## src/tlpwp_pkg.sv

```systemverilog
// package for the three-level priority work pool
// item types, controller command type and shared constants; no dependencies

package tlpwp_pkg;

  localparam int LEVEL_DEPTH_DEF = 64;
  localparam int WORD_WIDTH_DEF  = 64;

  localparam int NUM_LEVELS   = 3;
  localparam int LIMIT_FACTOR = 10;
  localparam int LIMIT_W      = 12;
  localparam int WORD_BITS    = 64;
  localparam int COUNT_BITS   = 8;
  localparam int THRESH_BITS  = 8;

  localparam logic [THRESH_BITS-1:0] THRESHOLD_RESET = 8'd4;

  localparam logic FUNC_PUSH = 1'b0;
  localparam logic FUNC_POP  = 1'b1;

  localparam logic [1:0] LVL_HIGH   = 2'd0;
  localparam logic [1:0] LVL_NORMAL = 2'd1;
  localparam logic [1:0] LVL_LOW    = 2'd2;
  localparam logic [1:0] LVL_NONE   = 2'd3;

  typedef struct packed {
    logic                 func;
    logic [1:0]           level;
    logic [WORD_BITS-1:0] task_word;
  } in_item_t;

  typedef struct packed {
    logic                  popped;
    logic [WORD_BITS-1:0]  popped_word;
    logic [1:0]            popped_level;
    logic                  dropped;
    logic [COUNT_BITS-1:0] total_count;
    logic                  is_empty;
    logic                  is_emptying;
    logic                  over_limit;
  } out_item_t;

  typedef struct packed {
    logic capture;
    logic exec;
  } cmd_t;

endpackage

```

## src/tlpwp_ctrl.sv

```systemverilog
// controller state machine for the work pool
// sequences capture, execute and result cycles; uses tlpwp_pkg

module tlpwp_ctrl
  import tlpwp_pkg::*;
(
  input  logic clk,
  input  logic rst,
  input  logic start,
  output logic busy,
  output logic done,
  output cmd_t cmd
);

  typedef enum logic [2:0] {
    S_IDLE = 3'b001,
    S_EXEC = 3'b010,
    S_DONE = 3'b100
  } state_t;

  state_t state, state_next;

  always_comb begin
    state_next = state;
    case (state)
      S_IDLE: begin
        if (start) state_next = S_EXEC;
      end
      S_EXEC: state_next = S_DONE;
      S_DONE: state_next = S_IDLE;
      default: state_next = S_IDLE;
    endcase
  end

  always_ff @(posedge clk) begin
    if (rst) begin
      state <= S_IDLE;
    end else begin
      state <= state_next;
    end
  end

  assign busy        = (state != S_IDLE);
  assign done        = (state == S_DONE);
  assign cmd.capture = (state == S_IDLE) && start;
  assign cmd.exec    = (state == S_EXEC);

endmodule

```

## config.mk

```make
export PLATFORM = sky130hd
export DESIGN_NAME = tlpwp_ctrl
export DESIGN_NICKNAME = d
export VERILOG_FILES = /design/src/tlpwp_pkg.sv /design/src/tlpwp_ctrl.sv
export SDC_FILE = /design/constraint.sdc
export NUM_CORES = 1
export LEC_CHECK = 0
export BUFFER_PORTS_ARGS = -buffer_cell sky130_fd_sc_hd__buf_4
export CAP_MARGIN = 5
export CORE_AREA = 2 2 39 41
export CTS_CLUSTER_DIAMETER = 150
export CTS_CLUSTER_SIZE = 30
export DETAILED_ROUTE_END_ITERATION = 16
export DIE_AREA = 0 0 41 43
export GPL_TIMING_DRIVEN = 0
export PLACE_DENSITY = 0.3
export REMOVE_ABC_BUFFERS = 1
export SLEW_MARGIN = 20
export SYNTH_ARGS = -nofsm -noshare
export SYNTH_HDL_FRONTEND = slang
export SYNTH_SLANG_ARGS = --single-unit
```

## constraint.sdc

```tcl
create_clock -name clk -period 0.85 [get_ports clk]
set_input_delay 0.085 -clock clk [delete_from_list [all_inputs] [get_ports clk]]
set_output_delay 0.085 -clock clk [all_outputs]
set_load 0.02 [all_outputs]
```

# == After elaboration in Yosys (flattened, before gate mapping) ==
# Index checks and enable logic that the tools add are counted.
# classes
n_eq_ne,5
n_mux,2
n_reduce_logical,1
# ops
op,count
case mux 3 bit (2 select lines),1
"equality test 3 x 1 -> 1 bit, second input constant",1
"equality test 3 x 2 -> 1 bit, second input constant",1
"equality test 3 bit, second input constant",1
two-way mux 3 bit,1
"!= test 3 x 1 -> 1 bit, second input constant",1
"!= test 2 bit, second input constant",1
logical AND 1 bit,1
# totals
ff_bits,3
inputBits,3
output_inout_bits,4
wordCells,9

# == Logic depth before layout (Yosys ltp) ==
# Gate-level depths: netlist (run 1).
# logic_depth
word_depth,2
ltp_mapped,3
depth_no_buf,2

# == Least setup slack after synthesis (run 1) ==
# OpenSTA, ideal clock, no wires.
# synth_timing
kind,register to output
startpoint,reg state[0]
endpoint,out cmd[1] (netlist bit)
arrival_ns,0.992
t_required_ns,0.765
slack_ns,-0.227
path_stages_with_launch,3
n_path_buf,0
cell_sequence,dfxtp_1 -> or3b_4 -> nor2_2
# synth_lines
item,line_no,source
"start, declared",tlpwp_ctrl.sv:21,"state_t state, state_next;"
"start signal, assigned",tlpwp_ctrl.sv:39,state <= state_next;
"end, declared",tlpwp_ctrl.sv:12,output cmd_t cmd

==> impl_metrics.ini, run 1 <==
[sta]
rsz0062_at_grt = yes
final.min_clock_period_ns = 1.26
fin_ws_ns = -0.411
hold_viol = 0
worst_slew_pin_slew_ns = 0.195
maxSlewHeadroom = 0.869
drv_slew = 0
post-route-period-util = 1.48
setup_viol = 7
finalClockSkew_ns = 0.00267
max_freq_mhz = 793

[cells_and_area]
nets = 32
fin_area_um2 = 303
fillerInstances = 167
final_cell_count_no_fill = 44
largest_reg_flops = 3
final_core_util = 0.219
largest_registers = state x3
drive_gt1_frac = 0.750
syn2layout_area_growth_pct = 116
multi_input_area_um2 = 98.8
num_antenna_cells = 0
regMostFlops = state
regArea_um2 = 63.8

[floorplan]
fp.dieH_um = 43
row_count = 14
die-area_um2 = 1760
io_pins = 7
core-area_um2 = 1380
initial_utilization = 0.101
die_w_um = 41

[grt]
grt_pass1_wl_um = 655
antenna_found_initial = 0
grt_max_degree = 6
grt_overflow = 0
grt_pass1_vias = 180
grt_usage = 0.0612

[placement]
gp_congestion = 0.633
pre_cts_ws_ns = -0.231
hpwl_um = 241
place_area_um2 = 198
io_buffers = 6
placed_cells = 36

[clocking]
h-tree-depth = 1
hold_buffers = 0
clk_pin_slew_worst_paths_ns = 0.04
cts_tree = built
cts_buffers = 3
numClockSinks = 3
clk_path_buf_depth = 2
clock_latency_ns = 0.23
root_buffer = clkbuf_4

[synthesis]
yosysMostFrequentCell = dfxtp_1
yosys.area.top_type = dfxtp_1
synth_edf_count = 0
ys_types = 12
yosysTopAreaCellShare = 0.429
yosys_warnings = 0
synth_seq_cells = 3
ys_top_cells_by_count = dfxtp_1 (3), nand2b_1 (2)
synthArstFlopShare = 0
ys_seq_area_frac = 0.429
synthCells = 15
syn_area_per_cell_um2 = 9.34
synth_ff_type = dfxtp_1
netlist_area_um2 = 140
synthTopCellsByArea = dfxtp_1 (43%), nand2b_1 (8.9%), or3b_4 (8.0%), a211o_1 (6.3%), buf_4 (5.4%)

[detailed_routing]
via_per_inst = 3.43
first_iter_violations = 1
ant_nets = 0
vias = 151
wirelength_um = 449
drcViolationCount = 0
wl_per_cell_um = 10.2
drtPass1Iterations = 2

[worst_setup_path]
arrival_ns = 1.18
cp.required_ns = 0.76
worst_path_largest_cell_delay_ns = 0.40
worstSetupPathType = flop to output pin
worstPathMaxFanout = 2
worstSetupStartpointType = flop
crit_chain = or3b_4 -> nor2_4 -> buf_6
critPathSlowestCell = or3b_4
crit_path_end_kind = output pin

[hold_path]
hold_class = input pin to flop

[run_status]
failed_checks = negative setup slack
run_status = finished, violations left

[power]
powerDensity_nw_per_um2 = 1690
leakage_nw = 0.132
vdd.ir_drop.worst_mv = 0.418

[run]
max-cap-violations = 0
==> stage by stage <==
stage                     hold WS, ns  setup TNS, ns  total power, mW
after floorplan                 0.162         -0.390            0.202
after global placement          0.282         -0.452            0.234
after detailed placement        0.283         -0.449            0.234
after CTS                      0.0297          -1.69            0.522
after global routing           0.0506          -1.89            0.537
final                          0.0510          -1.61            0.513
==> cell families after synthesis <==
family / after synthesis / share of synthesized area
compound gates: 1 / 0.0625
buf+inv: 2 / 0.0804
flops: 3 / 0.429
simple gates: 9 / 0.429
==> where the power goes <==
group | internal (mW) | leakage [nW] | switching (mW)
logic | 0.0568 | 0.0920 | 0.0516
registers | 0.151 | 0.0252 | 0.00727
clock network | 0.176 | 0.0150 | 0.0707
==> area by class of cell <==
cell class                 instances  area share
clock buffer                       4      0.0868
inverter                           1      0.0124
multi-input combinational         10       0.326
sequential                         3       0.211
tap                               16      0.0661
timing repair buffer              10       0.298
==> repair_timing <==
item | CTS | global route
gates cloned | 0 | 0
setup endpoints to repair | 5 | 7
resized for setup | 11 | 1
pin swaps | 4 | 1
buffers inserted | 4 | 0
==> metal layers <==
layer / wire [µm] / up-vias / global-route usage
met2: 246 / 7 / 0.100
met4: 0 / 0 / 0.0600
met3: 50 / 0 / 0.0157
met1: 152 / 68 / 0.0545
met5: 0 / - / 0
li1: - / 76 / -
==> layout by cell type, fill, tap and decap left out <==
master    n
buf_4     6
buf_6     4
clkbuf_4  3
dfxtp_2   3
nand2b_1  2
nor2_1    1
or3b_4    1
nor3b_2   1
inv_1     1
nor2_4    1
nor3_2    1
nor4_4    1
nand3b_1  1
a211o_1   1
clkbuf_1  1
==> path summary, 6_finish.rpt <==
check,from,endpoint,slack (ns),cells after the start
hold / removal,rst,state[2]$_SDFFE_PP0P_,0.05,2
hold reg to reg,state[1]$_SDFFE_PP0P_,state[2]$_SDFFE_PP0P_,0.53,2
setup / recovery,state[0]$_SDFFE_PP1P_,cmd[1],-0.41,3
setup reg to reg,state[2]$_SDFFE_PP0P_,state[0]$_SDFFE_PP1P_,-0.15,4
==> critical path, delay by kind of cell (launching register included) <==
kind	cells	cell delay (ns)
buffers and inverters	1	0.12
DFF	1	0.33
and+or+nand+nor	2	0.50
(Power assumes the default switching activity.)
==> inputs of run 2 (changes only) <==
--- a/config.mk
+++ b/config.mk
@@ -8,6 +8,7 @@
 export BUFFER_PORTS_ARGS = -buffer_cell sky130_fd_sc_hd__buf_4
 export CAP_MARGIN = 5
 export CORE_AREA = 2 2 39 41
+export CTS_BUF_LIST = sky130_fd_sc_hd__clkbuf_4 sky130_fd_sc_hd__clkbuf_8
 export CTS_CLUSTER_DIAMETER = 150
 export CTS_CLUSTER_SIZE = 30
 export DETAILED_ROUTE_END_ITERATION = 16
==> impl_metrics.ini, run 2 (synthesized netlist as in run 1, its figures left out) <==
[clocking]
numClockSinks = 3
clock_latency_ns = 0.23
cts_buffers = 3
clk_pin_slew_worst_paths_ns = 0.04
clk_path_buf_depth = 2
root_buffer = clkbuf_4
cts_tree = built
h-tree-depth = 1

[power]
leakage_nw = 0.136
powerDensity_nw_per_um2 = 1780
vdd.ir_drop.worst_mv = 0.418

[floorplan]
row_count = 14
initial_utilization = 0.101
io_pins = 7
die-area_um2 = 1760
die_w_um = 41
core-area_um2 = 1380
fp.dieH_um = 43

[detailed_routing]
wirelength_um = 451
ant_nets = 0
first_iter_violations = 1
vias = 151
drcViolationCount = 0
via_per_inst = 3.43
wl_per_cell_um = 10.3
drtPass1Iterations = 2

[worst_setup_path]
worstSetupPathType = flop to output pin
rrSetupSlack_ns = -0.16
critPathSlowestCell = or3b_4
crit_buf_inv = 1
crit_path_end_kind = output pin
critical_path.top_delay_family = simple AND/OR/NAND/NOR gates
worstPathMaxFanout = 2
crit_chain = or3b_4 -> nor2_4 -> buf_6
worst_path_largest_cell_delay_ns = 0.40
worstSetupStartpointType = flop
arrival_ns = 1.18
cp.required_ns = 0.76

[cells_and_area]
largest_reg_flops = 3
syn2layout_area_growth_pct = 119
nets = 32
fillerInstances = 168
final_core_util = 0.222
multi_input_area_um2 = 98.8
regArea_um2 = 63.8
num_antenna_cells = 0
final_cell_count_no_fill = 44
drive_gt1_frac = 0.786
final_common_cell = buf_4
largest_registers = state x3
regMostFlops = state
fin_area_um2 = 307
final_cell_mix = buf_4 (6), clkbuf_4 (4), buf_6 (4)

[run]
max-cap-violations = 0

[sta]
hold_viol = 0
setup_tns_ns = -1.61
maxSlewHeadroom = 0.869
post-route-period-util = 1.48
max_freq_mhz = 793
rsz0062_at_grt = yes
fin_ws_ns = -0.412
finalClockSkew_ns = 0.00291
drv_slew = 0
final.min_clock_period_ns = 1.26
worst_slew_pin_slew_ns = 0.195
setup_viol = 7

[placement]
hpwl_um = 241
place_area_um2 = 198
io_buffers = 6
placed_cells = 36
pre_cts_ws_ns = -0.231
gp_congestion = 0.633

[grt]
grt_max_degree = 6
antenna_found_initial = 0
grt_pass1_vias = 180
grt_usage = 0.0642
grt_pass1_wl_um = 662
grt_overflow = 0

[hold_path]
hold_class = input pin to flop

[run_status]
run_status = finished, violations left
failed_checks = negative setup slack
## run 2: cell counts in the layout (fill, tap and decap cells not counted)
No cell type changed its count.
## run 2: layer usage
metal	wire length, µm	vias up	GRT usage
li1	-	76	-
met1	151	68	0.0545
met2	249	7	0.100
met3	50	0	0.0157
met4	0	0	0.0800
met5	0	-	0
## run 2: worst paths after layout
path	end	from	cells past startpoint
worst min-delay path	state[2]$_SDFFE_PP0P_	rst	2
worst max-delay path	cmd[1]	state[0]$_SDFFE_PP1P_	3
worst min register to register	state[2]$_SDFFE_PP0P_	state[1]$_SDFFE_PP0P_	2
worst max register to register	state[0]$_SDFFE_PP1P_	state[2]$_SDFFE_PP0P_	4
## run 2: timing repair
| action | 4_1_cts | 5_1_grt |
|---|---|---|
| pin swaps | 4 | 1 |
| setup endpoints to repair | 5 | 7 |
| gates resized for setup | 11 | 1 |
| setup buffers | 4 | 0 |
| hold buffers | 0 | 0 |
| gates cloned | 0 | 0 |
## run 2: area by class of cell
type                    instances  area share
repair buffers                 10       0.294
flip-flops and latches          3       0.208
inverters                       1      0.0122
multi-input cells              10       0.322
clock buffers                   4      0.0980
well taps                      16      0.0653
## run 2: power breakdown
part	switching [mW]	internal (mW)	leakage [nW]
Clock	0.0718	0.208	0.0184
Combinational	0.0516	0.0568	0.0920
Sequential	0.00727	0.151	0.0252
## run 2: metrics by stage
stage          hold WS (ns)  power (mW)
2_1_floorplan         0.162       0.202
3_3_place_gp          0.282       0.234
3_5_place_dp          0.283       0.234
4_1_cts              0.0279       0.556
5_1_grt              0.0478       0.572
6_report             0.0500       0.546
==> inputs of run 3 (changes only) <==
--- a/config.mk
+++ b/config.mk
@@ -20,3 +20,4 @@
 export SYNTH_ARGS = -nofsm -noshare
 export SYNTH_HDL_FRONTEND = slang
 export SYNTH_SLANG_ARGS = --single-unit
+export TNS_END_PERCENT = 50
==> impl_metrics.ini, run 3 (synthesized netlist as in run 1, its figures left out) <==
[run_status]
run_status = finished, violations left
failed_checks = negative setup slack

[grt]
antenna_found_initial = 0
grt_pass1_wl_um = 552
use_met1 = 0.0545
grt_overflow = 0
grt_max_degree = 6
grt_pass1_vias = 154
use_met2 = 0.0719
top_usage_layer = met4
use_met3 = 0.0157
grt_usage = 0.0552

[cells_and_area]
final_common_cell = buf_4
syn2layout_area_growth_pct = 100
largest_registers = state x3
fin_area_um2 = 280
final_cell_mix = buf_4 (7), clkbuf_4 (4), dfxtp_2 (3)
final_core_util = 0.203
largest_reg_flops = 3
drive_gt1_frac = 0.769
nets = 30
final_cell_count_no_fill = 42
regMostFlops = state
num_antenna_cells = 0

[detailed_routing]
wirelength_um = 429
vias = 139
first_iter_violations = 0
drtPass1Iterations = 1
drcViolationCount = 0
ant_nets = 0
wl_per_cell_um = 10.2
via_per_inst = 3.31

[placement]
placed_cells = 36
io_buffers = 6
pre_cts_ws_ns = -0.231
hpwl_um = 241
place_area_um2 = 198
gp_congestion = 0.633

[clocking]
h-tree-depth = 1
clk_path_buf_depth = 2
hold_buffers = 0
cts_buffers = 3
numClockSinks = 3
clk_pin_slew_worst_paths_ns = 0.04
root_buffer = clkbuf_4
clock_latency_ns = 0.23
cts_tree = built

[run]
max-cap-violations = 0

[power]
leakage_nw = 0.122
fin_total_pwr_mw = 0.540
powerDensity_nw_per_um2 = 1930
vdd.ir_drop.worst_mv = 0.414

[sta]
final.min_clock_period_ns = 1.25
finalClockSkew_ns = 0.00256
holdWs_ns = 0.0503
drv_slew = 0
fin_ws_ns = -0.403
setup_tns_ns = -1.51
rsz0062_at_grt = yes
max_freq_mhz = 798
setup_viol = 5
maxSlewHeadroom = 0.859
post-route-period-util = 1.47
hold_viol = 0
worst_slew_pin_slew_ns = 0.210

[worst_setup_path]
worstSetupPathType = flop to output pin
cp.required_ns = 0.76
worstSetupStartpointType = flop
crit_chain = or3b_4 -> nor2_4 -> buf_6
arrival_ns = 1.17
crit_path_end_kind = output pin
crit_buf_inv = 1
worst_path_largest_cell_delay_ns = 0.41
worstPathMaxFanout = 2
critical_path.top_delay_family = simple AND/OR/NAND/NOR gates
critPathSlowestCell = or3b_4

[floorplan]
die-area_um2 = 1760
fp.dieH_um = 43
core-area_um2 = 1380
io_pins = 7
row_count = 14
die_w_um = 41
initial_utilization = 0.101

[hold_path]
hold_class = input pin to flop
==> run 3: routing by layer <==
layer	vias up	part of all wire
li1	72	-
met4	0	0
met5	-	0
met2	7	0.51
met1	60	0.37
met3	0	0.12
==> run 3: final timing paths <==
| check | from | end | slack [ns] | cells past startpoint |
|---|---|---|---|---|
| worst max-delay path | state[2]$_SDFFE_PP0P_ | cmd[1] | -0.40 | 3 |
| worst min-delay path | rst | state[2]$_SDFFE_PP0P_ | 0.05 | 2 |
| worst max register to register | state[0]$_SDFFE_PP1P_ | state[0]$_SDFFE_PP1P_ | -0.16 | 3 |
| worst min register to register | state[1]$_SDFFE_PP0P_ | state[2]$_SDFFE_PP0P_ | 0.54 | 2 |
==> run 3: report_power, final <==
part / internal (mW) / switching [mW]
Clock: 0.208 / 0.0715
Combinational: 0.0524 / 0.0512
Sequential: 0.151 / 0.00636
==> run 3: area by class of cell <==
type	count	area, µm²
fillers	168	1100
flip-flops and latches	3	63.8
multi-input cells	10	98.8
repair buffers	8	63.8
well taps	16	20.0
inverters	1	3.75
clock buffers	4	30.0
==> run 3: worst register-to-register path, stage by stage, from the launching register on <==
cell and delay (ns):
dfxtp_2 0.31, buf_4 0.14, nand2b_1 0.17, a211o_1 0.27
==> run 3: timing repair <==
action,4_1_cts,5_1_grt
buffers inserted,2,0
resized for setup,7,2
endpoints found under the setup margin,5,7
pin swaps,2,1
